--- src/rtl/drpdm_pkg.sv ---
// Shared types and constants for the DRAM rank power-down manager.
package drpdm_pkg;

    localparam int BANKS  = 16;
    localparam int BANK_W = $clog2(BANKS + 1);

    typedef enum logic [1:0] {
        REQ_IDLE_ENTRY = 2'd0,
        REQ_BUSY_EXIT  = 2'd1,
        REQ_INTERRUPT  = 2'd2,
        REQ_CMD        = 2'd3
    } req_type_t;

    typedef enum logic [3:0] {
        CMD_ACT    = 4'd0,
        CMD_PRE    = 4'd1,
        CMD_PREA   = 4'd2,
        CMD_PDEA   = 4'd3,
        CMD_PDEP   = 4'd4,
        CMD_SREFEN = 4'd5,
        CMD_PDXA   = 4'd6,
        CMD_PDXP   = 4'd7,
        CMD_SREFEX = 4'd8,
        CMD_REFA   = 4'd9,
        CMD_REFB   = 4'd10
    } issued_cmd_t;

    typedef enum logic [2:0] {
        NEXT_NOP    = 3'd0,
        NEXT_PDEA   = 3'd1,
        NEXT_PDEP   = 3'd2,
        NEXT_SREFEN = 3'd3,
        NEXT_PDXA   = 3'd4,
        NEXT_PDXP   = 3'd5,
        NEXT_SREFEX = 3'd6,
        NEXT_REFA   = 3'd7
    } next_cmd_t;

    typedef enum logic [2:0] {
        MODE_IDLE      = 3'd0,
        MODE_ACT_PDN   = 3'd1,
        MODE_PRE_PDN   = 3'd2,
        MODE_SREF      = 3'd3,
        MODE_EXTRA_REF = 3'd4
    } pd_mode_t;

    typedef struct packed {
        logic [1:0] req_type;
        logic [3:0] issued_cmd;
    } req_t;

    typedef struct packed {
        logic [2:0] next_cmd;
        logic [2:0] mode;
        logic [4:0] open_banks;
    } rsp_t;

endpackage

--- src/rtl/dram_rank_power_down_manager_top.sv ---
// Top level of the DRAM rank power-down manager.
// A result is registered in the result register, or in the skid register
// if a result waits. Throughput: one transaction per cycle while req_stall
// is low; the two-entry output buffer (result register plus skid register)
// lets a new transaction in while a result waits. Reset clears the mode to
// idle, all trigger flags and the open-bank count, and empties the output buffer.
module dram_rank_power_down_manager_top (
    input  logic           clk,
    input  logic           rst_n,
    input  logic           req_valid,
    output logic           req_stall,
    input  drpdm_pkg::req_t req,
    output logic           rsp_valid,
    input  logic           rsp_stall,
    output drpdm_pkg::rsp_t rsp
);
    import drpdm_pkg::*;

    pd_mode_t          mode_reg, mode_next;
    logic              idle_flag_reg, idle_flag_next;
    logic              entry_pend_reg, entry_pend_next;
    logic              exit_pend_reg, exit_pend_next;
    logic              sref_pend_reg, sref_pend_next;
    logic [BANK_W-1:0] bank_cnt_reg, bank_cnt_next;

    rsp_t   out_reg, skid_reg, result;
    logic   out_valid_reg, skid_valid_reg;
    logic   accept, take_out;
    next_cmd_t wanted;

    assign req_stall = skid_valid_reg;
    assign rsp_valid = out_valid_reg;
    assign rsp       = out_reg;
    assign accept    = req_valid && !skid_valid_reg;
    assign take_out  = out_valid_reg && !rsp_stall;

    always_comb
    begin
        mode_next       = mode_reg;
        idle_flag_next  = idle_flag_reg;
        entry_pend_next = entry_pend_reg;
        exit_pend_next  = exit_pend_reg;
        sref_pend_next  = sref_pend_reg;
        bank_cnt_next   = bank_cnt_reg;
        case (req.req_type)
            REQ_IDLE_ENTRY:
            begin
                idle_flag_next = 1'b1;
                if (mode_reg == MODE_IDLE)
                    entry_pend_next = 1'b1;
            end
            REQ_BUSY_EXIT:
            begin
                idle_flag_next  = 1'b0;
                sref_pend_next  = 1'b0;
                entry_pend_next = 1'b0;
                if (mode_reg != MODE_IDLE)
                    exit_pend_next = 1'b1;
            end
            REQ_INTERRUPT:
            begin
                entry_pend_next = 1'b0;
                if (mode_reg != MODE_IDLE)
                    exit_pend_next = 1'b1;
            end
            default:
            begin
                case (req.issued_cmd)
                    CMD_ACT:
                        if (bank_cnt_reg < BANK_W'(BANKS))
                            bank_cnt_next = bank_cnt_reg + BANK_W'(1);
                    CMD_PRE:
                        if (bank_cnt_reg != '0)
                            bank_cnt_next = bank_cnt_reg - BANK_W'(1);
                    CMD_PREA:
                        bank_cnt_next = '0;
                    CMD_PDEA:
                    begin
                        mode_next       = MODE_ACT_PDN;
                        entry_pend_next = 1'b0;
                    end
                    CMD_PDEP:
                    begin
                        mode_next       = MODE_PRE_PDN;
                        entry_pend_next = 1'b0;
                    end
                    CMD_SREFEN:
                    begin
                        mode_next       = MODE_SREF;
                        entry_pend_next = 1'b0;
                        sref_pend_next  = 1'b0;
                    end
                    CMD_PDXA:
                    begin
                        mode_next      = MODE_IDLE;
                        exit_pend_next = 1'b0;
                    end
                    CMD_PDXP:
                    begin
                        mode_next      = MODE_IDLE;
                        exit_pend_next = 1'b0;
                        if (idle_flag_reg)
                            sref_pend_next = 1'b1;
                    end
                    CMD_SREFEX:
                        mode_next = MODE_EXTRA_REF;
                    CMD_REFA:
                        if (mode_reg == MODE_EXTRA_REF)
                        begin
                            mode_next      = MODE_IDLE;
                            exit_pend_next = 1'b0;
                        end
                        else if (idle_flag_reg)
                            entry_pend_next = 1'b1;
                    CMD_REFB:
                        if (idle_flag_reg)
                            entry_pend_next = 1'b1;
                    default: ;
                endcase
            end
        endcase
    end

    always_comb
    begin
        wanted = NEXT_NOP;
        if (exit_pend_next)
        begin
            case (mode_next)
                MODE_ACT_PDN:   wanted = NEXT_PDXA;
                MODE_PRE_PDN:   wanted = NEXT_PDXP;
                MODE_SREF:      wanted = NEXT_SREFEX;
                MODE_EXTRA_REF: wanted = NEXT_REFA;
                default:        wanted = NEXT_NOP;
            endcase
        end
        else if (entry_pend_next)
            wanted = (bank_cnt_next != '0) ? NEXT_PDEA : NEXT_PDEP;
        else if (sref_pend_next)
            wanted = NEXT_SREFEN;
        result.next_cmd   = wanted;
        result.mode       = mode_next;
        result.open_banks = 5'(bank_cnt_next);
    end

    always_ff @(posedge clk or negedge rst_n)
    begin
        if (!rst_n)
        begin
            mode_reg       <= MODE_IDLE;
            idle_flag_reg  <= 1'b0;
            entry_pend_reg <= 1'b0;
            exit_pend_reg  <= 1'b0;
            sref_pend_reg  <= 1'b0;
            bank_cnt_reg   <= '0;
        end
        else if (accept)
        begin
            mode_reg       <= mode_next;
            idle_flag_reg  <= idle_flag_next;
            entry_pend_reg <= entry_pend_next;
            exit_pend_reg  <= exit_pend_next;
            sref_pend_reg  <= sref_pend_next;
            bank_cnt_reg   <= bank_cnt_next;
        end
    end

    always_ff @(posedge clk or negedge rst_n)
    begin
        if (!rst_n)
        begin
            out_valid_reg  <= 1'b0;
            skid_valid_reg <= 1'b0;
        end
        else if (skid_valid_reg)
        begin
            if (take_out)
                skid_valid_reg <= 1'b0;
        end
        else if (accept)
        begin
            if (!out_valid_reg || take_out)
                out_valid_reg <= 1'b1;
            else
                skid_valid_reg <= 1'b1;
        end
        else if (take_out)
            out_valid_reg <= 1'b0;
    end

    always_ff @(posedge clk)
    begin
        if (skid_valid_reg)
        begin
            if (take_out)
                out_reg <= skid_reg;
        end
        else if (accept)
        begin
            if (!out_valid_reg || take_out)
                out_reg <= result;
            else
                skid_reg <= result;
        end
    end

    // skid entry only fills behind a waiting result
    assert property (@(posedge clk) disable iff (!rst_n)
        skid_valid_reg |-> out_valid_reg)
        else $error("skid holds a transaction while result register is empty");

    assert property (@(posedge clk) disable iff (!rst_n)
        bank_cnt_reg <= BANK_W'(BANKS))
        else $error("open-bank count above bank total");

    assert property (@(posedge clk) disable iff (!rst_n)
        (accept && req.req_type == REQ_CMD && req.issued_cmd == CMD_PDEA)
        |=> (mode_reg == MODE_ACT_PDN && !entry_pend_reg))
        else $error("PDEA did not enter active power-down");

    assert property (@(posedge clk) disable iff (!rst_n)
        (accept && req.req_type == REQ_BUSY_EXIT)
        |=> (!idle_flag_reg && !sref_pend_reg && !entry_pend_reg))
        else $error("busy exit left entry triggers set");

endmodule
--- config.mk ---
export PLATFORM = sky130hd
export DESIGN_NAME = dram_rank_power_down_manager_top
export DESIGN_NICKNAME = d
export VERILOG_FILES = /design/src/rtl/drpdm_pkg.sv /design/src/rtl/dram_rank_power_down_manager_top.sv
export SDC_FILE = /design/constraint.sdc
export NUM_CORES = 1
export LEC_CHECK = 0
export ABC_AREA = 0
export ABC_CLOCK_PERIOD_IN_PS = 5000
export BUFFER_PORTS_ARGS = -buffer_cell sky130_fd_sc_hd__buf_4
export CAP_MARGIN = 20
export CORE_AREA = 2 2 91 75
export DETAILED_ROUTE_END_ITERATION = 10
export DIE_AREA = 0 0 93 77
export MAX_ROUTING_LAYER = met4
export PLACE_DENSITY = 0.65
export SLEW_MARGIN = 20
export SYNTH_ARGS = -nofsm -noshare
export SYNTH_HDL_FRONTEND = slang
export SYNTH_SLANG_ARGS = --single-unit
--- constraint.sdc ---
create_clock -name clk -period 5 [get_ports clk]
set_clock_uncertainty 0.2 [all_clocks]
set_input_delay 0.25 -clock clk [delete_from_list [all_inputs] [get_ports clk]]
set_output_delay 0.25 -clock clk [all_outputs]
set_load 0.02 [all_outputs]
==> impl_metrics.env, run 1 <==
export IMPL_drive_above_1_share=0.204
export IMPL_post_dp_cell_area_mm2=0.00242
export IMPL_place_congestion=0.858
export IMPL_whs_ps=22.5
export IMPL_synthXorXnorAreaFrac=0.00397
export IMPL_muxShareOfSynthArea=0.0460
export IMPL_cts_sinks=36
export IMPL_yosysSeqAreaShare=0.459
export IMPL_synth_edff_count=22
export IMPL_io_pins=23
export IMPL_power_mw=1.31
export IMPL_fill_cells=614
export IMPL_io_buffers=22
export IMPL_yosysWarnings=0
export IMPL_p_sw_uw=509
export IMPL_drt_iter0_markers=97
export IMPL_use_met1=0.208
export IMPL_synth_top_family_by_area="simple AND/OR/NAND/NOR gates"
export IMPL_r2r_cells=8
export IMPL_critPathKind="reg2reg"
export IMPL_power_density_mw_per_mm2=519
export IMPL_yosysUniqueCellTypes=56
export IMPL_clkLatencyLatePin_ps=280
export IMPL_yosys_area_share_simple=0.226
export IMPL_peakVddDrop_mv=0.302
export IMPL_worstMarginPinSlew_ps=715
export IMPL_p_leak_nw=0.977
export IMPL_postSynthCellCount=222
export IMPL_r2r_start="bank_cnt_reg[0]"
export IMPL_final_nets=256
export IMPL_ys_seq_elements=36
export IMPL_drc_errors=0
export IMPL_viasPerCell=5.25
export IMPL_drv_cap=0
export IMPL_cts_tree="done"
export IMPL_layout_setup_ws_ps=1950
export IMPL_h_tree_depth=2
export IMPL_p_int_uw=800
export IMPL_maxSlewHeadroom=0.523
export IMPL_rsz0062_at_grt="false"
export IMPL_cp_slowest_cell="or4_4"
export IMPL_grt_pass1_vias=1648
export IMPL_post_place_ws_ps=1930
export IMPL_crit_path_max_fanout=9
export IMPL_hold_viol_final=0
export IMPL_min_from="rsp_stall"
export IMPL_clockBufferDepth=2
export IMPL_worstSetupEndpointType="flip-flop"
export IMPL_hold_depth=3
export IMPL_drt_total_wl_um=4730
export IMPL_grt_max_degree=21
export IMPL_num_antenna_cells=0
export IMPL_clk_pin_slew_ps=70
export IMPL_worstHoldEndpoint="rsp_valid"
export IMPL_routed_via_count=1700
export IMPL_r2r_setup_slack_ps=1950
export IMPL_ant_nets=0
export IMPL_dr_pass1_iters=4
export IMPL_synth_flop_cell="edfxtp_1"
export IMPL_final_util=0.404
export IMPL_syn_area_per_cell_um2=9.93
export IMPL_slew_violations=0
export IMPL_status="finished, final reports clean"
export IMPL_cp_start_kind="flip-flop"
export IMPL_start_util=0.353
export IMPL_die_w_um=93
export IMPL_dpl_hpwl_um=3410
export IMPL_numCtsBuffers=5
export IMPL_grt_ovfl_total=0
export IMPL_swShare=0.389
export IMPL_crit_path_cell_trace="inv_1, ha_1, or3b_4, a221oi_2, o21ai_2, or4_4, o31a_1, o31ai_2"
export IMPL_async_reset_ff_frac=0.389
export IMPL_netlist_area_mm2=0.00220
export IMPL_use_met3=0.0334
export IMPL_hold_class="in2reg"
export IMPL_setup_viol=0
export IMPL_post_cts_resized=0
export IMPL_seqPwrFrac=0.426
export IMPL_die_h_um=77
export IMPL_fmax_mhz=328
export IMPL_layout_commonest_cell="nand2_1"
export IMPL_syn_num_nets=239
export IMPL_gr_max_usage_layer="met2"
export IMPL_post_layout_nonfiller_instances=324
export IMPL_layout_common_cells="nand2_1, buf_4, edfxtp_1, dfrtp_1, o21ai_0"
export IMPL_wl_per_cell_um=14.6
export IMPL_rows=26
export IMPL_design_area_mm2=0.00252
export IMPL_grt_pass1_wl_um=8240
export IMPL_required_ps=4920
export IMPL_syn2layout_area_growth_pct=14.4
export IMPL_root_buffer="clkbuf_8"
export IMPL_final_setup_tns_ps=0
export IMPL_placed_cells=315
export IMPL_worstPathArrival_ps=2970
export IMPL_antenna_found_initial=0
export IMPL_p_clk_frac=0.160
export IMPL_core_mm2=0.00625
export IMPL_max_stage_delay_ps=520
export IMPL_synth_compound_area_frac=0.180
export IMPL_p_comb_frac=0.414
export IMPL_met2_usage=0.214
export IMPL_design_die_area_mm2=0.00716
export IMPL_r2r_end="rsp[9]"
export IMPL_finalCritPeriodShare=0.610
export IMPL_grt_use_total=0.149
export IMPL_synthAdderAreaFrac=0.0397
export IMPL_period_minus_slack_ps=3050
Yosys cell counts (2+ instances only):
cell type / instances / area share
and2_1: 3 / 0.0085
nand2_1: 26 / 0.044
nand3_1: 3 / 0.0068
nand4_1: 6 / 0.017
nor2b_1: 6 / 0.017
nor3_1: 5 / 0.011
and3_1: 4 / 0.011
buf_2: 3 / 0.0068
a31oi_1: 5 / 0.014
clkbuf_1: 9 / 0.015
ha_1: 7 / 0.040
o21ai_0: 13 / 0.030
mux2_2: 9 / 0.046
nor2_1: 9 / 0.015
a21boi_0: 3 / 0.010
nor4_1: 2 / 0.0057
inv_1: 10 / 0.017
edfxtp_1: 22 / 0.30
a21oi_1: 13 / 0.030
o211ai_1: 3 / 0.010
nand4b_1: 3 / 0.012
o31ai_1: 3 / 0.010
dfrtp_1: 14 / 0.16
nor3b_1: 2 / 0.0068
nor4b_1: 2 / 0.0079
a41oi_1: 2 / 0.0079
nand2b_1: 5 / 0.014
o21a_1: 2 / 0.0068
kinds of logic (layout without fill, tap and decap cells):
logic type	count (synthesis)	after routing
mux	9	9
buf+inv	24	42
fa+ha+maj	7	7
xor+xnor	1	1
flops	36	36
compound gates	58	58
simple gates	87	87
how the worst max path moves through the flow:
stage / from / end / depth (start not counted)
floorplan: bank_cnt_reg[0] / rsp[9] / 8
global placement: req[4] / rsp[9] / 8
detailed placement: req[4] / rsp[9] / 8
CTS: bank_cnt_reg[0] / rsp[9] / 8
global route: bank_cnt_reg[0] / rsp[8] / 8
finish: bank_cnt_reg[0] / rsp[9] / 8
power groups by stage:
stage | sequential (mW) | clock [mW] | combinational [mW]
after floorplan | 0.580 | 0 | 0.352
after global placement | 0.561 | 0 | 0.539
after detailed placement | 0.564 | 0 | 0.543
after CTS | 0.557 | 0.215 | 0.546
after global routing | 0.575 | 0.228 | 0.603
final | 0.558 | 0.209 | 0.542
repair_timing:
item,in CTS,in global routing
endpoints found under the hold margin,14,0
hold buffers,1,0
setup endpoints to repair,0,0
setup buffers,0,0
layout make-up:
cell class	instances	area, µm²	share of cell area
multi-input cells	162	1100	0.435
flip-flops and latches	36	1010	0.401
repair buffers	24	183	0.0724
well taps	84	105	0.0417
clock buffers	8	90.1	0.0357
inverters	10	37.5	0.0149
layer usage:
| layer | vias to the layer above | wire length (µm) |
|---|---|---|
| li1 | 863 | - |
| met1 | 788 | 2390 |
| met2 | 41 | 2030 |
| met3 | 8 | 240 |
| met4 | 0 | 64 |
| met5 | - | 0 |
critical path: cells and delay by family (launching register included):
kind,cells,cell delay (ps)
DFF,1,480
and+or+nand+nor,2,920
AOI/OAI and AO/OA,4,950
buffers and inverters,1,110
adders and majority gates,1,210
Note: power is estimated with default switching activity, not from simulation.
==> run 2, diff against run 1 <==
--- a/config.mk
+++ b/config.mk
@@ -6,7 +6,7 @@
 export NUM_CORES = 1
 export LEC_CHECK = 0
 export ABC_AREA = 0
-export ABC_CLOCK_PERIOD_IN_PS = 5000
+export ABC_CLOCK_PERIOD_IN_PS = 3100
 export BUFFER_PORTS_ARGS = -buffer_cell sky130_fd_sc_hd__buf_4
 export CAP_MARGIN = 20
 export CORE_AREA = 2 2 91 75
==> constraint.sdc (replaced) <==
create_clock -name clk -period 3.1 [get_ports clk]
set_clock_uncertainty 0.2 [all_clocks]
set_input_delay 0.155 -clock clk [delete_from_list [all_inputs] [get_ports clk]]
set_output_delay 0.155 -clock clk [all_outputs]
set_load 0.02 [all_outputs]
==> impl_metrics.env, run 2 (synthesis results as in run 1) <==
export IMPL_status="finished, final reports clean"
export IMPL_antenna_found_initial=0
export IMPL_p_leak_nw=1.00
export IMPL_cp_slowest_cell="or4_4"
export IMPL_ant_nets=0
export IMPL_met2_usage=0.230
export IMPL_io_buffers=22
export IMPL_drc_errors=0
export IMPL_place_congestion=0.862
export IMPL_routed_via_count=1756
export IMPL_hold_viol_final=0
export IMPL_clk_pin_slew_ps=70
export IMPL_critPathKind="reg2reg"
export IMPL_crit_path_max_fanout=7
export IMPL_cts_setup_buffers=0
export IMPL_clockBufferDepth=2
export IMPL_dpl_hpwl_um=3570
export IMPL_cts_tree="done"
export IMPL_final_setup_tns_ps=0
export IMPL_layout_commonest_cell="buf_4"
export IMPL_start_util=0.353
export IMPL_slew_violations=0
export IMPL_wl_per_cell_um=14.9
export IMPL_drt_total_wl_um=4920
export IMPL_design_die_area_mm2=0.00716
export IMPL_layout_common_cells="buf_4, nand2_1, edfxtp_1, dfrtp_1"
export IMPL_worstSetupEndpointType="flip-flop"
export IMPL_core_mm2=0.00625
export IMPL_hold_class="in2reg"
export IMPL_use_met1=0.212
export IMPL_gr_max_usage_layer="met2"
export IMPL_final_nets=262
export IMPL_period_minus_slack_ps=2940
export IMPL_fmax_mhz=340
export IMPL_maxSlewHeadroom=0.509
export IMPL_drv_cap=0
export IMPL_drt_iter0_markers=170
export IMPL_rows=26
export IMPL_finalCritPeriodShare=0.948
export IMPL_grt_pass1_vias=1679
export IMPL_die_w_um=93
export IMPL_syn2layout_area_growth_pct=16.1
export IMPL_worstMarginPinSlew_ps=726
export IMPL_cp_start_kind="flip-flop"
export IMPL_grt_max_degree=21
export IMPL_viasPerCell=5.32
export IMPL_hold_depth=3
export IMPL_power_density_mw_per_mm2=834
export IMPL_worstPathArrival_ps=2860
export IMPL_grt_pass1_wl_um=8430
export IMPL_rsz0062_at_grt="false"
export IMPL_io_pins=23
export IMPL_required_ps=3020
export IMPL_num_antenna_cells=0
export IMPL_h_tree_depth=2
export IMPL_grt_use_total=0.153
export IMPL_peakVddDrop_mv=0.462
export IMPL_max_stage_delay_ps=520
export IMPL_drive_above_1_share=0.211
export IMPL_root_buffer="clkbuf_8"
export IMPL_crit_path_cell_trace="inv_1, ha_1, or3b_4, a221oi_2, o21ai_2, or4_4, o31a_1, o31ai_2"
export IMPL_clkLatencyLatePin_ps=280
export IMPL_cts_sinks=36
export IMPL_r2r_cells=8
export IMPL_whs_ps=7.06
export IMPL_setup_viol=0
export IMPL_numCtsBuffers=5
export IMPL_use_met3=0.0354
export IMPL_die_h_um=77
export IMPL_dr_pass1_iters=4
export IMPL_grt_ovfl_total=0
run 2: cell count changes in the layout (fill, tap and decap cells not counted):
cell           previous run  this run
buf_4                    23        27
dlygate4sd3_1             1         3
a21oi_1                  12        13
a21oi_2                   1         0
clkbuf_8                  6         5
clkinv_2                  0         1
run 2: where the power goes:
group	leakage [nW]	switching [mW]	internal [mW]
logic	0.571	0.559	0.412
clock network	0.0422	0.159	0.158
registers	0.389	0.118	0.728
total	1.00	0.836	1.30
run 2: stage by stage:
stage / area, µm² / power (mW) / cells / setup WS (ps) / utilization
6_report: 2560 / 2.13 / 330 / 160 / 0.410
2_1_floorplan: 2200 / 1.50 / 222 / 286 / -
3_3_place_gp: 2450 / 1.80 / 319 / 228 / 0.392
5_1_grt: 2560 / 2.30 / 330 / 47.2 / 0.410
3_5_place_dp: 2450 / 1.81 / 319 / 177 / 0.392
4_1_cts: 2560 / 2.15 / 330 / 157 / 0.410
run 2: what timing repair did:
action,CTS,global route
endpoints found under the setup margin,0,0
hold buffers,3,0
hold endpoints to repair,16,0
resized for setup,0,0
run 2: path summary, 6_finish.rpt:
| check | startpoint | slack (ps) | end |
|---|---|---|---|
| setup reg to reg | bank_cnt_reg[1] | 160 | rsp[9] |
| max in group asynchronous | rst_n | 2460 | req_stall |
| min in group asynchronous | rst_n | 50 | bank_cnt_reg[3] |
| hold / removal | req[4] | 7 | idle_flag_reg |
| hold reg to reg | sref_pend_reg | 330 | sref_pend_reg |
| setup / recovery | bank_cnt_reg[1] | 160 | rsp[9] |
run 2: layout make-up:
type,count,area (µm²)
timing repair buffer,30,233
clock buffer,7,76.3
tap,84,105
fill,629,3690
sequential,36,1010
inverter,10,37.5
multi-input combinational,162,1090
clock inverter,1,5.00
run 2: critical path: cells and delay by family (launching register included):
family | cells | cell delay, ps
AO/OA/AOI/OAI | 4 | 920
buffers and inverters | 1 | 100
AND/OR/NAND/NOR | 2 | 920
adder cells (fa/ha/maj) | 1 | 200
flip-flops | 1 | 440
run 2: routing by layer:
layer / up-vias / part of all wire
met3: 3 / 0.048
met5: - / 0
met4: 0 / 0.0035
li1: 869 / -
met2: 49 / 0.45
met1: 835 / 0.50
